[src/hdl/sesi_pkg.sv]
package sesi_pkg;

    localparam int SET_CAPACITY = 64;
    localparam int CNT_W = $clog2(SET_CAPACITY + 1);
    localparam int IDX_W = (SET_CAPACITY > 1) ? $clog2(SET_CAPACITY) : 1;

    localparam int ADDR_W = 32;
    localparam int PORT_W = 16;
    localparam int STATUS_W = 3;
    localparam int OUT_CNT_W = 7;
    localparam int CFG_IDX_W = 2;
    localparam int CFG_DATA_W = 32;

    localparam logic [7:0] FIRST_OCTET_LIMIT = 8'd224;

    // address in the upper bits so a packed compare orders by address, then port
    typedef struct packed {
        logic [ADDR_W-1:0] addr;
        logic [PORT_W-1:0] port;
    } endpoint_t;

    typedef enum logic [STATUS_W-1:0] {
        ST_ADDED   = 3'd0,
        ST_PRESENT = 3'd1,
        ST_FULL    = 3'd2,
        ST_INVALID = 3'd3,
        ST_SELF    = 3'd4
    } status_t;

    typedef enum logic [CFG_IDX_W-1:0] {
        CFG_EXCLUDE_SELF = 2'd0,
        CFG_SELF_ADDRESS = 2'd1,
        CFG_SELF_PORT    = 2'd2
    } cfg_index_t;

endpackage

[src/hdl/sorted_endpoint_set_insert_unit.sv]
// sorted endpoint set insert unit: one request in, one result out
// throughput: one request at a time, ready again the cycle after the result is loaded;
// search and shift walk the store one entry a cycle, a blocked result register adds its stall
// reset: aresetn synchronous active low, clears control and config regs; entries need no clearing
module sorted_endpoint_set_insert_unit
    import sesi_pkg::*;
(
    input  logic                 aclk,
    input  logic                 aresetn,

    input  logic                 cfg_we,
    input  logic [CFG_IDX_W-1:0] cfg_index,
    input  logic [CFG_DATA_W-1:0] cfg_data,

    input  logic                 s_valid,
    output logic                 s_ready,
    input  logic [ADDR_W-1:0]    s_endpoint_address,
    input  logic [PORT_W-1:0]    s_endpoint_port,

    output logic                 m_valid,
    input  logic                 m_ready,
    output logic [STATUS_W-1:0]  m_status,
    output logic [OUT_CNT_W-1:0] m_slot,
    output logic [OUT_CNT_W-1:0] m_entry_total
);

    // sequencer states
    typedef enum logic [6:0] {
        ST_IDLE   = 7'b0000001,
        ST_CHECK  = 7'b0000010,
        ST_SEARCH = 7'b0000100,
        ST_DECIDE = 7'b0001000,
        ST_SHIFT  = 7'b0010000,
        ST_INSERT = 7'b0100000,
        ST_DONE   = 7'b1000000
    } state_t;

    state_t state_reg, state_next;

    // configuration
    logic              excl_en_reg;
    logic [ADDR_W-1:0] self_addr_reg;
    logic [PORT_W-1:0] self_port_reg;

    // request and working registers
    endpoint_t         key_reg, key_next;
    logic [CNT_W-1:0]  count_reg, count_next;
    logic [CNT_W-1:0]  slot_reg, slot_next;
    logic [CNT_W-1:0]  ptr_reg, ptr_next;
    logic              found_reg, found_next;
    status_t           status_reg, status_next;

    // output register
    logic                 m_valid_reg, m_valid_next;
    logic [STATUS_W-1:0]  m_status_reg, m_status_next;
    logic [OUT_CNT_W-1:0] m_slot_reg, m_slot_next;
    logic [OUT_CNT_W-1:0] m_total_reg, m_total_next;

    // entry store port
    logic             mem_we;
    logic [IDX_W-1:0] mem_waddr;
    endpoint_t        mem_wdata;
    logic [IDX_W-1:0] mem_raddr;
    endpoint_t        mem_rdata;

    // compare unit: offered key against the entry just read
    logic key_eq;
    logic key_lt;

    logic [7:0]       first_octet;
    logic             bad_endpoint;
    logic             is_self;
    logic [CNT_W-1:0] idx_inc;
    logic             out_free;

    sesi_store u_store (
        .aclk    (aclk),
        .wr_en   (mem_we),
        .wr_addr (mem_waddr),
        .wr_data (mem_wdata),
        .rd_addr (mem_raddr),
        .rd_data (mem_rdata)
    );

    assign key_eq = (key_reg == mem_rdata);
    assign key_lt = (key_reg < mem_rdata);

    // validity and self check on the captured request
    assign first_octet  = key_reg.addr[ADDR_W-1 -: 8];
    assign bad_endpoint = (key_reg.port == '0) || (first_octet == 8'd0)
                          || (first_octet >= FIRST_OCTET_LIMIT);
    assign is_self      = excl_en_reg && (key_reg.addr == self_addr_reg)
                          && (key_reg.port == self_port_reg);

    assign idx_inc  = ptr_reg + 1'b1;
    assign out_free = !m_valid_reg || m_ready;

    assign s_ready       = (state_reg == ST_IDLE);
    assign m_valid       = m_valid_reg;
    assign m_status      = m_status_reg;
    assign m_slot        = m_slot_reg;
    assign m_entry_total = m_total_reg;

    // configuration writes, index three is unused
    always_ff @(posedge aclk) begin
        if (!aresetn) begin
            excl_en_reg   <= 1'b0;
            self_addr_reg <= '0;
            self_port_reg <= '0;
        end else if (cfg_we) begin
            case (cfg_index)
                CFG_EXCLUDE_SELF: excl_en_reg   <= cfg_data[0];
                CFG_SELF_ADDRESS: self_addr_reg <= cfg_data[ADDR_W-1:0];
                CFG_SELF_PORT:    self_port_reg <= cfg_data[PORT_W-1:0];
                default: ;
            endcase
        end
    end

    // sequencer
    always_comb begin
        state_next    = state_reg;
        key_next      = key_reg;
        count_next    = count_reg;
        slot_next     = slot_reg;
        ptr_next      = ptr_reg;
        found_next    = found_reg;
        status_next   = status_reg;
        m_valid_next  = m_valid_reg;
        m_status_next = m_status_reg;
        m_slot_next   = m_slot_reg;
        m_total_next  = m_total_reg;
        mem_we        = 1'b0;
        mem_waddr     = ptr_reg[IDX_W-1:0];
        mem_wdata     = mem_rdata;
        mem_raddr     = '0;

        // result taken downstream
        if (m_valid_reg && m_ready) begin
            m_valid_next = 1'b0;
        end

        case (state_reg)
            ST_IDLE: begin
                if (s_valid) begin
                    key_next.addr = s_endpoint_address;
                    key_next.port = s_endpoint_port;
                    state_next    = ST_CHECK;
                end
            end

            ST_CHECK: begin
                // read of entry zero goes out here for the search
                mem_raddr  = '0;
                slot_next  = '0;
                ptr_next   = '0;
                found_next = 1'b0;
                if (bad_endpoint) begin
                    status_next = ST_INVALID;
                    state_next  = ST_DONE;
                end else if (is_self) begin
                    status_next = ST_SELF;
                    state_next  = ST_DONE;
                end else if (count_reg == '0) begin
                    state_next = ST_DECIDE;
                end else begin
                    state_next = ST_SEARCH;
                end
            end

            ST_SEARCH: begin
                // ptr holds the entry whose data is on the read port
                mem_raddr = idx_inc[IDX_W-1:0];
                if (key_eq) begin
                    found_next = 1'b1;
                    slot_next  = ptr_reg;
                    state_next = ST_DECIDE;
                end else if (key_lt) begin
                    slot_next  = ptr_reg;
                    state_next = ST_DECIDE;
                end else if (idx_inc == count_reg) begin
                    slot_next  = count_reg;
                    state_next = ST_DECIDE;
                end else begin
                    ptr_next = idx_inc;
                end
            end

            ST_DECIDE: begin
                // prefetch the top entry in case a shift follows
                mem_raddr = IDX_W'(count_reg - 1'b1);
                ptr_next  = count_reg;
                if (found_reg) begin
                    status_next = ST_PRESENT;
                    state_next  = ST_DONE;
                end else if (count_reg == CNT_W'(SET_CAPACITY)) begin
                    status_next = ST_FULL;
                    state_next  = ST_DONE;
                end else if (slot_reg == count_reg) begin
                    state_next = ST_INSERT;
                end else begin
                    state_next = ST_SHIFT;
                end
            end

            ST_SHIFT: begin
                // move entry ptr-1 up to ptr, fetch ptr-2 for the next step
                mem_we    = 1'b1;
                mem_waddr = ptr_reg[IDX_W-1:0];
                mem_wdata = mem_rdata;
                mem_raddr = IDX_W'(ptr_reg - 2'd2);
                ptr_next  = ptr_reg - 1'b1;
                if (ptr_next == slot_reg) begin
                    state_next = ST_INSERT;
                end
            end

            ST_INSERT: begin
                mem_we      = 1'b1;
                mem_waddr   = slot_reg[IDX_W-1:0];
                mem_wdata   = key_reg;
                count_next  = count_reg + 1'b1;
                status_next = ST_ADDED;
                state_next  = ST_DONE;
            end

            ST_DONE: begin
                // hand the result over once the output register is free
                if (out_free) begin
                    m_valid_next  = 1'b1;
                    m_status_next = status_reg;
                    m_slot_next   = OUT_CNT_W'(slot_reg);
                    m_total_next  = OUT_CNT_W'(count_reg);
                    state_next    = ST_IDLE;
                end
            end

            default: begin
                state_next = ST_IDLE;
            end
        endcase
    end

    // control state
    always_ff @(posedge aclk) begin
        if (!aresetn) begin
            state_reg   <= ST_IDLE;
            count_reg   <= '0;
            m_valid_reg <= 1'b0;
        end else begin
            state_reg   <= state_next;
            count_reg   <= count_next;
            m_valid_reg <= m_valid_next;
        end
    end

    // working and result payload
    always_ff @(posedge aclk) begin
        key_reg      <= key_next;
        slot_reg     <= slot_next;
        ptr_reg      <= ptr_next;
        found_reg    <= found_next;
        status_reg   <= status_next;
        m_status_reg <= m_status_next;
        m_slot_reg   <= m_slot_next;
        m_total_reg  <= m_total_next;
    end

`ifndef SYNTH
    // fill count stays within the set
    assert property (@(posedge aclk) disable iff (!aresetn)
        count_reg <= CNT_W'(SET_CAPACITY))
        else $error("fill count above capacity");

    // fill count only ever grows by one, and only through an insert
    assert property (@(posedge aclk) disable iff (!aresetn)
        ($past(aresetn) && (count_reg != $past(count_reg)))
        |-> ((count_reg == CNT_W'($past(count_reg) + 1'b1))
             && ($past(state_reg) == ST_INSERT)))
        else $error("fill count changed outside an insert");

    // a shift never moves entries below the insertion slot
    assert property (@(posedge aclk) disable iff (!aresetn)
        (state_reg == ST_SHIFT) |-> (ptr_reg > slot_reg))
        else $error("shift pointer at or below slot");

    // an added result reports the grown count and a slot inside it
    assert property (@(posedge aclk) disable iff (!aresetn)
        ($rose(m_valid_reg) && (m_status_reg == ST_ADDED))
        |-> ((m_total_reg == OUT_CNT_W'(count_reg)) && (m_slot_reg < m_total_reg)))
        else $error("added result inconsistent with fill count");
`endif

endmodule

[src/hdl/sesi_store.sv]
module sesi_store
    import sesi_pkg::*;
(
    input  logic      aclk,
    input  logic      wr_en,
    input  logic [IDX_W-1:0] wr_addr,
    input  endpoint_t wr_data,
    input  logic [IDX_W-1:0] rd_addr,
    output endpoint_t rd_data
);

    // sorted entries, one write and one registered read per cycle
    endpoint_t mem [SET_CAPACITY];
    endpoint_t rd_data_reg;

    always_ff @(posedge aclk) begin
        if (wr_en) begin
            mem[wr_addr] <= wr_data;
        end
        rd_data_reg <= mem[rd_addr];
    end

    assign rd_data = rd_data_reg;

endmodule
[config.mk]
export PLATFORM = sky130hd
export DESIGN_NAME = sorted_endpoint_set_insert_unit
export DESIGN_NICKNAME = d
export VERILOG_FILES = /design/src/hdl/sesi_pkg.sv /design/src/hdl/sorted_endpoint_set_insert_unit.sv /design/src/hdl/sesi_store.sv
export SDC_FILE = /design/constraint.sdc
export NUM_CORES = 2
export LEC_CHECK = 0
export ABC_CLOCK_PERIOD_IN_PS = 9400
export BUFFER_PORTS_ARGS = -buffer_cell sky130_fd_sc_hd__buf_2
export CORE_MARGIN = 5
export CORE_UTILIZATION = 35
export CTS_CLUSTER_DIAMETER = 60
export DETAILED_ROUTE_END_ITERATION = 16
export PLACE_DENSITY = 0.5
export SLEW_MARGIN = 0
export SYNTH_ARGS = -nofsm -noshare
export SYNTH_HDL_FRONTEND = slang
export SYNTH_SLANG_ARGS = --single-unit
[constraint.sdc]
create_clock -name aclk -period 9.4 [get_ports aclk]
set_input_delay 1.88 -clock aclk [delete_from_list [all_inputs] [get_ports aclk]]
set_output_delay 1.88 -clock aclk [all_outputs]
set_load 0.01 [all_outputs]
==> flow_summary.json <==
{
  "crit_path_cell_trace": "inv_1 -> ha_1 -> and3b_1 -> o211ai_1 -> buf_4 -> and2_4 -> buf_4 -> nor2_1 -> a221oi_1 -> o21ai_0 -> nand3_1 -> o211a_1",
  "worst_path_max_delay_cell": "sky130_fd_sc_hd__a221oi_1",
  "postSynth.topFlopCell": "sky130_fd_sc_hd__edfxtp_1",
  "synth_async_sr_flop_share_pct": 0,
  "synthesized_net_count": 9099,
  "worstSkewPairLatency_ps": 940,
  "drt_pass1_iterations": 6,
  "post-place-ws_ps": 3440,
  "num_vias": 82900,
  "outcome": "finished clean",
  "timing.hold.worst.start": "status_reg[2]",
  "timing_max_transition_violations_final": 0,
  "reg2reg_depth": 12,
  "post-route-min-period_ps": 6140,
  "timing.final.ws_setup_ps": 3260,
  "vdd_drop_max_uv": 159,
  "syn_inst": 8957,
  "drt_wl_total_um": 464000,
  "final.period_utilization_pct": 65.3,
  "clock_sinks": 3267,
  "routability_congestion_estimate_from_global_placement": 0.855,
  "count_of_state_elements_after_synthesis": 3267,
  "post_drt_via_cell_ratio": 5.82,
  "pwr_density_cell_mw_per_mm2": 206,
  "synth_warnings": 0,
  "register_area_mm2": 0.0970,
  "timing.setup.critical_path_class": "register to register",
  "crit_path_start_kind": "register",
  "slowest_delay_ps": 1040,
  "nFillCells": 33800,
  "core_area_mm2": 0.368,
  "cap_violations": 0,
  "cts_setup_buffers": 0,
  "numPlacedInstances": 13600,
  "num_io_pins": 106,
  "stdcell_count": 14200,
  "worstSetupEndpointType": "register",
  "final_setup_tns_ps": 0,
  "rsz_0062_raised_after_global_routing": "false",
  "cts_htree_levels": 5,
  "post_cts_resized": 0,
  "layout.cells.most_common": "sky130_fd_sc_hd__edfxtp_1",
  "yosysUniqueCellTypes": 77,
  "place.port_buffers": 105,
  "worst_slew_margin_rel_pct": 2.53,
  "final_area_mm2": 0.148,
  "syn_avg_cell_area_um2": 14.4,
  "cts-root-to-sink-buffers": 4,
  "cts_root_buffer": "sky130_fd_sc_hd__clkbuf_16",
  "floorplan.initialDensity_pct": 35.1,
  "area.growth.synth_to_final_pct": 14.5,
  "area_enclosed_by_the_die_boundary_mm2": 0.381,
  "regToRegEndpoint": "u_store.rd_data[44]",
  "synth_sequential_area_ratio_pct": 75.1,
  "number_of_buffers_created_by_cts": 341,
  "cp_required_ps": 10280,
  "regToRegStartpoint": "ptr_reg[0]",
  "initial_antenna_violation_count": 30,
  "r2r_slack_ps": 3260,
  "total_buffers_and_inverters_traversed_by_the_critical_path": 3,
  "number_of_flops_mapped_to_enable_cells_by_yosys": 3155,
  "finalHoldViolations": 0,
  "routed_wire_length_per_instance_um": 32.6,
  "achievable-frequency_mhz": 163,
  "hp-class": "register to register",
  "final_layout_size_suffix_gt1_share_pct": 12.9,
  "largest_register_ff_count": 3072,
  "worst_hold_slack_ps": 426,
  "first_pass_grt_wire_length_um": 638000,
  "final_nets": 9265,
  "post_detailed_route_count_of_antenna_violating_nets": 0,
  "crit_path_frequent_cell": "sky130_fd_sc_hd__buf_4",
  "arrival_ps": 7010,
  "setup_skew_after_layout_ps": 67.4,
  "crit_family": "compound AO/OA/AOI/OAI gates",
  "floorplan.die.width_um": 618,
  "leakage_power_of_the_design_nw": 48.2,
  "drt_first_iter_violations": 12200,
  "dp_hpwl_um": 259000,
  "placement_rows": 223,
  "via_count_of_the_first_global_routing_pass": 77300,
  "setup-violations-final": 0,
  "worstMarginPinSlew_ps": 1460,
  "hold_end": "m_status[2]",
  "hold_path_depth": 0,
  "gr-total-overflow": 0,
  "cts_tree": "yes",
  "dpl-instance-area_mm2": 0.137,
  "cp_max_fo": 46,
  "maximum_number_of_pins_on_one_net_before_global_route_repair": 131,
  "hold_buffers": 0,
  "clk_pin_slew_worst_paths_ps": 60,
  "multi_input_area_mm2": 0.0305,
  "synth_area_mm2": 0.129,
  "remaining_drc_errors": 0,
  "die_height_um": 618,
  "most-common-layout-cells": "sky130_fd_sc_hd__edfxtp_1 (3155), sky130_fd_sc_hd__nand2_1 (2253), sky130_fd_sc_hd__nand3_1 (784)",
  "grt_use_total_pct": 23.5
}
per-layer routing:
layer | wire length, um | track usage [%] | part of all wire (%)
met4 | 16400 | 7.50 | 3.5
met3 | 46200 | 4.33 | 10
met2 | 210000 | 36.3 | 45
met5 | 87 | 0 | 0.019
met1 | 192000 | 33.8 | 41
cell usage after synthesis (all sizes together), types with 9 or more instances:
library cell | number | area share (%)
mux2i | 165 | 1.3
a21boi | 54 | 0.31
o21ai | 122 | 0.47
o31ai | 10 | 0.058
nor3b | 14 | 0.081
dfxtp | 112 | 1.7
a311oi | 109 | 0.74
nand2 | 2259 | 6.6
nand4 | 39 | 0.19
o22ai | 21 | 0.10
xor2 | 40 | 0.27
buf | 405 | 1.6
a21o | 14 | 0.081
o211ai | 50 | 0.29
a211oi | 25 | 0.15
ha | 55 | 0.53
nor2 | 142 | 0.42
o311ai | 35 | 0.24
nand3 | 786 | 3.0
or4 | 9 | 0.052
nor3 | 54 | 0.22
nand2b | 9 | 0.044
a32oi | 120 | 0.81
mux4 | 158 | 2.8
a22o | 13 | 0.088
inv | 64 | 0.19
a22oi | 12 | 0.070
a21oi | 234 | 0.91
xnor2 | 40 | 0.27
o221ai | 9 | 0.061
nor4 | 27 | 0.14
a31oi | 118 | 0.57
edfxtp | 3155 | 73
o31a | 11 | 0.075
and2 | 10 | 0.048
and3 | 146 | 0.71
clkbuf | 163 | 0.47
a221oi | 43 | 0.29
o2111ai | 29 | 0.20
worst max path at each step:
stage,start,end,slack [ps],cells past startpoint
final,ptr_reg[0],u_store.rd_data[44],3260,12
after global routing,ptr_reg[0],u_store.rd_data[44],3230,12
after CTS,ptr_reg[0],u_store.rd_data[44],3400,12
after detailed placement,ptr_reg[0],u_store.rd_data[44],3440,12
after global placement,ptr_reg[0],u_store.rd_data[44],3380,12
after floorplan,state_reg[2],u_store.mem[0][10],4820,7
area by class of cell:
class / instances / share of cell area (%)
timing repair buffer: 391 / 1.96
antenna: 4 / 0.00677
inverter: 64 / 0.162
sequential: 3267 / 65.6
tap: 4837 / 4.09
multi-input combinational: 5058 / 20.7
clock inverter: 151 / 1.09
clock buffer: 471 / 6.43
cell families (layout without fill, tap and decap cells):
group | after synthesis | in the layout | share of synthesized area, %
muxes | 324 | 324 | 4.04
AOI/OAI and AO/OA | 1077 | 1077 | 5.87
adders and majority gates | 55 | 55 | 0.533
xor gates and xnor gates | 80 | 80 | 0.542
other | 0 | 4 | 0
DFF | 3267 | 3267 | 75.1
and+or+nand+nor | 3522 | 3522 | 11.7
buffers and inverters | 632 | 1077 | 2.27
power by group:
group | internal, mW | switching, mW
clock | 7.84 | 5.76
combinational | 0.184 | 0.529
sequential | 16.0 | 0.0980
per-stage QoR:
| stage | utilization [%] | power (mW) |
|---|---|---|
| floorplan | - | 16.7 |
| global placement | 37.1 | 17.1 |
| detailed placement | 37.1 | 17.1 |
| CTS | 40.1 | 30.5 |
| global route | 40.1 | 31.2 |
| finish | 40.1 | 30.4 |
worst register-to-register path: stages, from the launching register on:
cell and delay (ps):
sky130_fd_sc_hd__edfxtp_1 640, sky130_fd_sc_hd__inv_1 160, sky130_fd_sc_hd__ha_1 410, sky130_fd_sc_hd__and3b_1 210, sky130_fd_sc_hd__o211ai_1 580, sky130_fd_sc_hd__buf_4 390
sky130_fd_sc_hd__and2_4 860, sky130_fd_sc_hd__buf_4 590, sky130_fd_sc_hd__nor2_1 340, sky130_fd_sc_hd__a221oi_1 1040, sky130_fd_sc_hd__o21ai_0 420, sky130_fd_sc_hd__nand3_1 290
sky130_fd_sc_hd__o211a_1 150
Power figures use the tool's default switching activity.
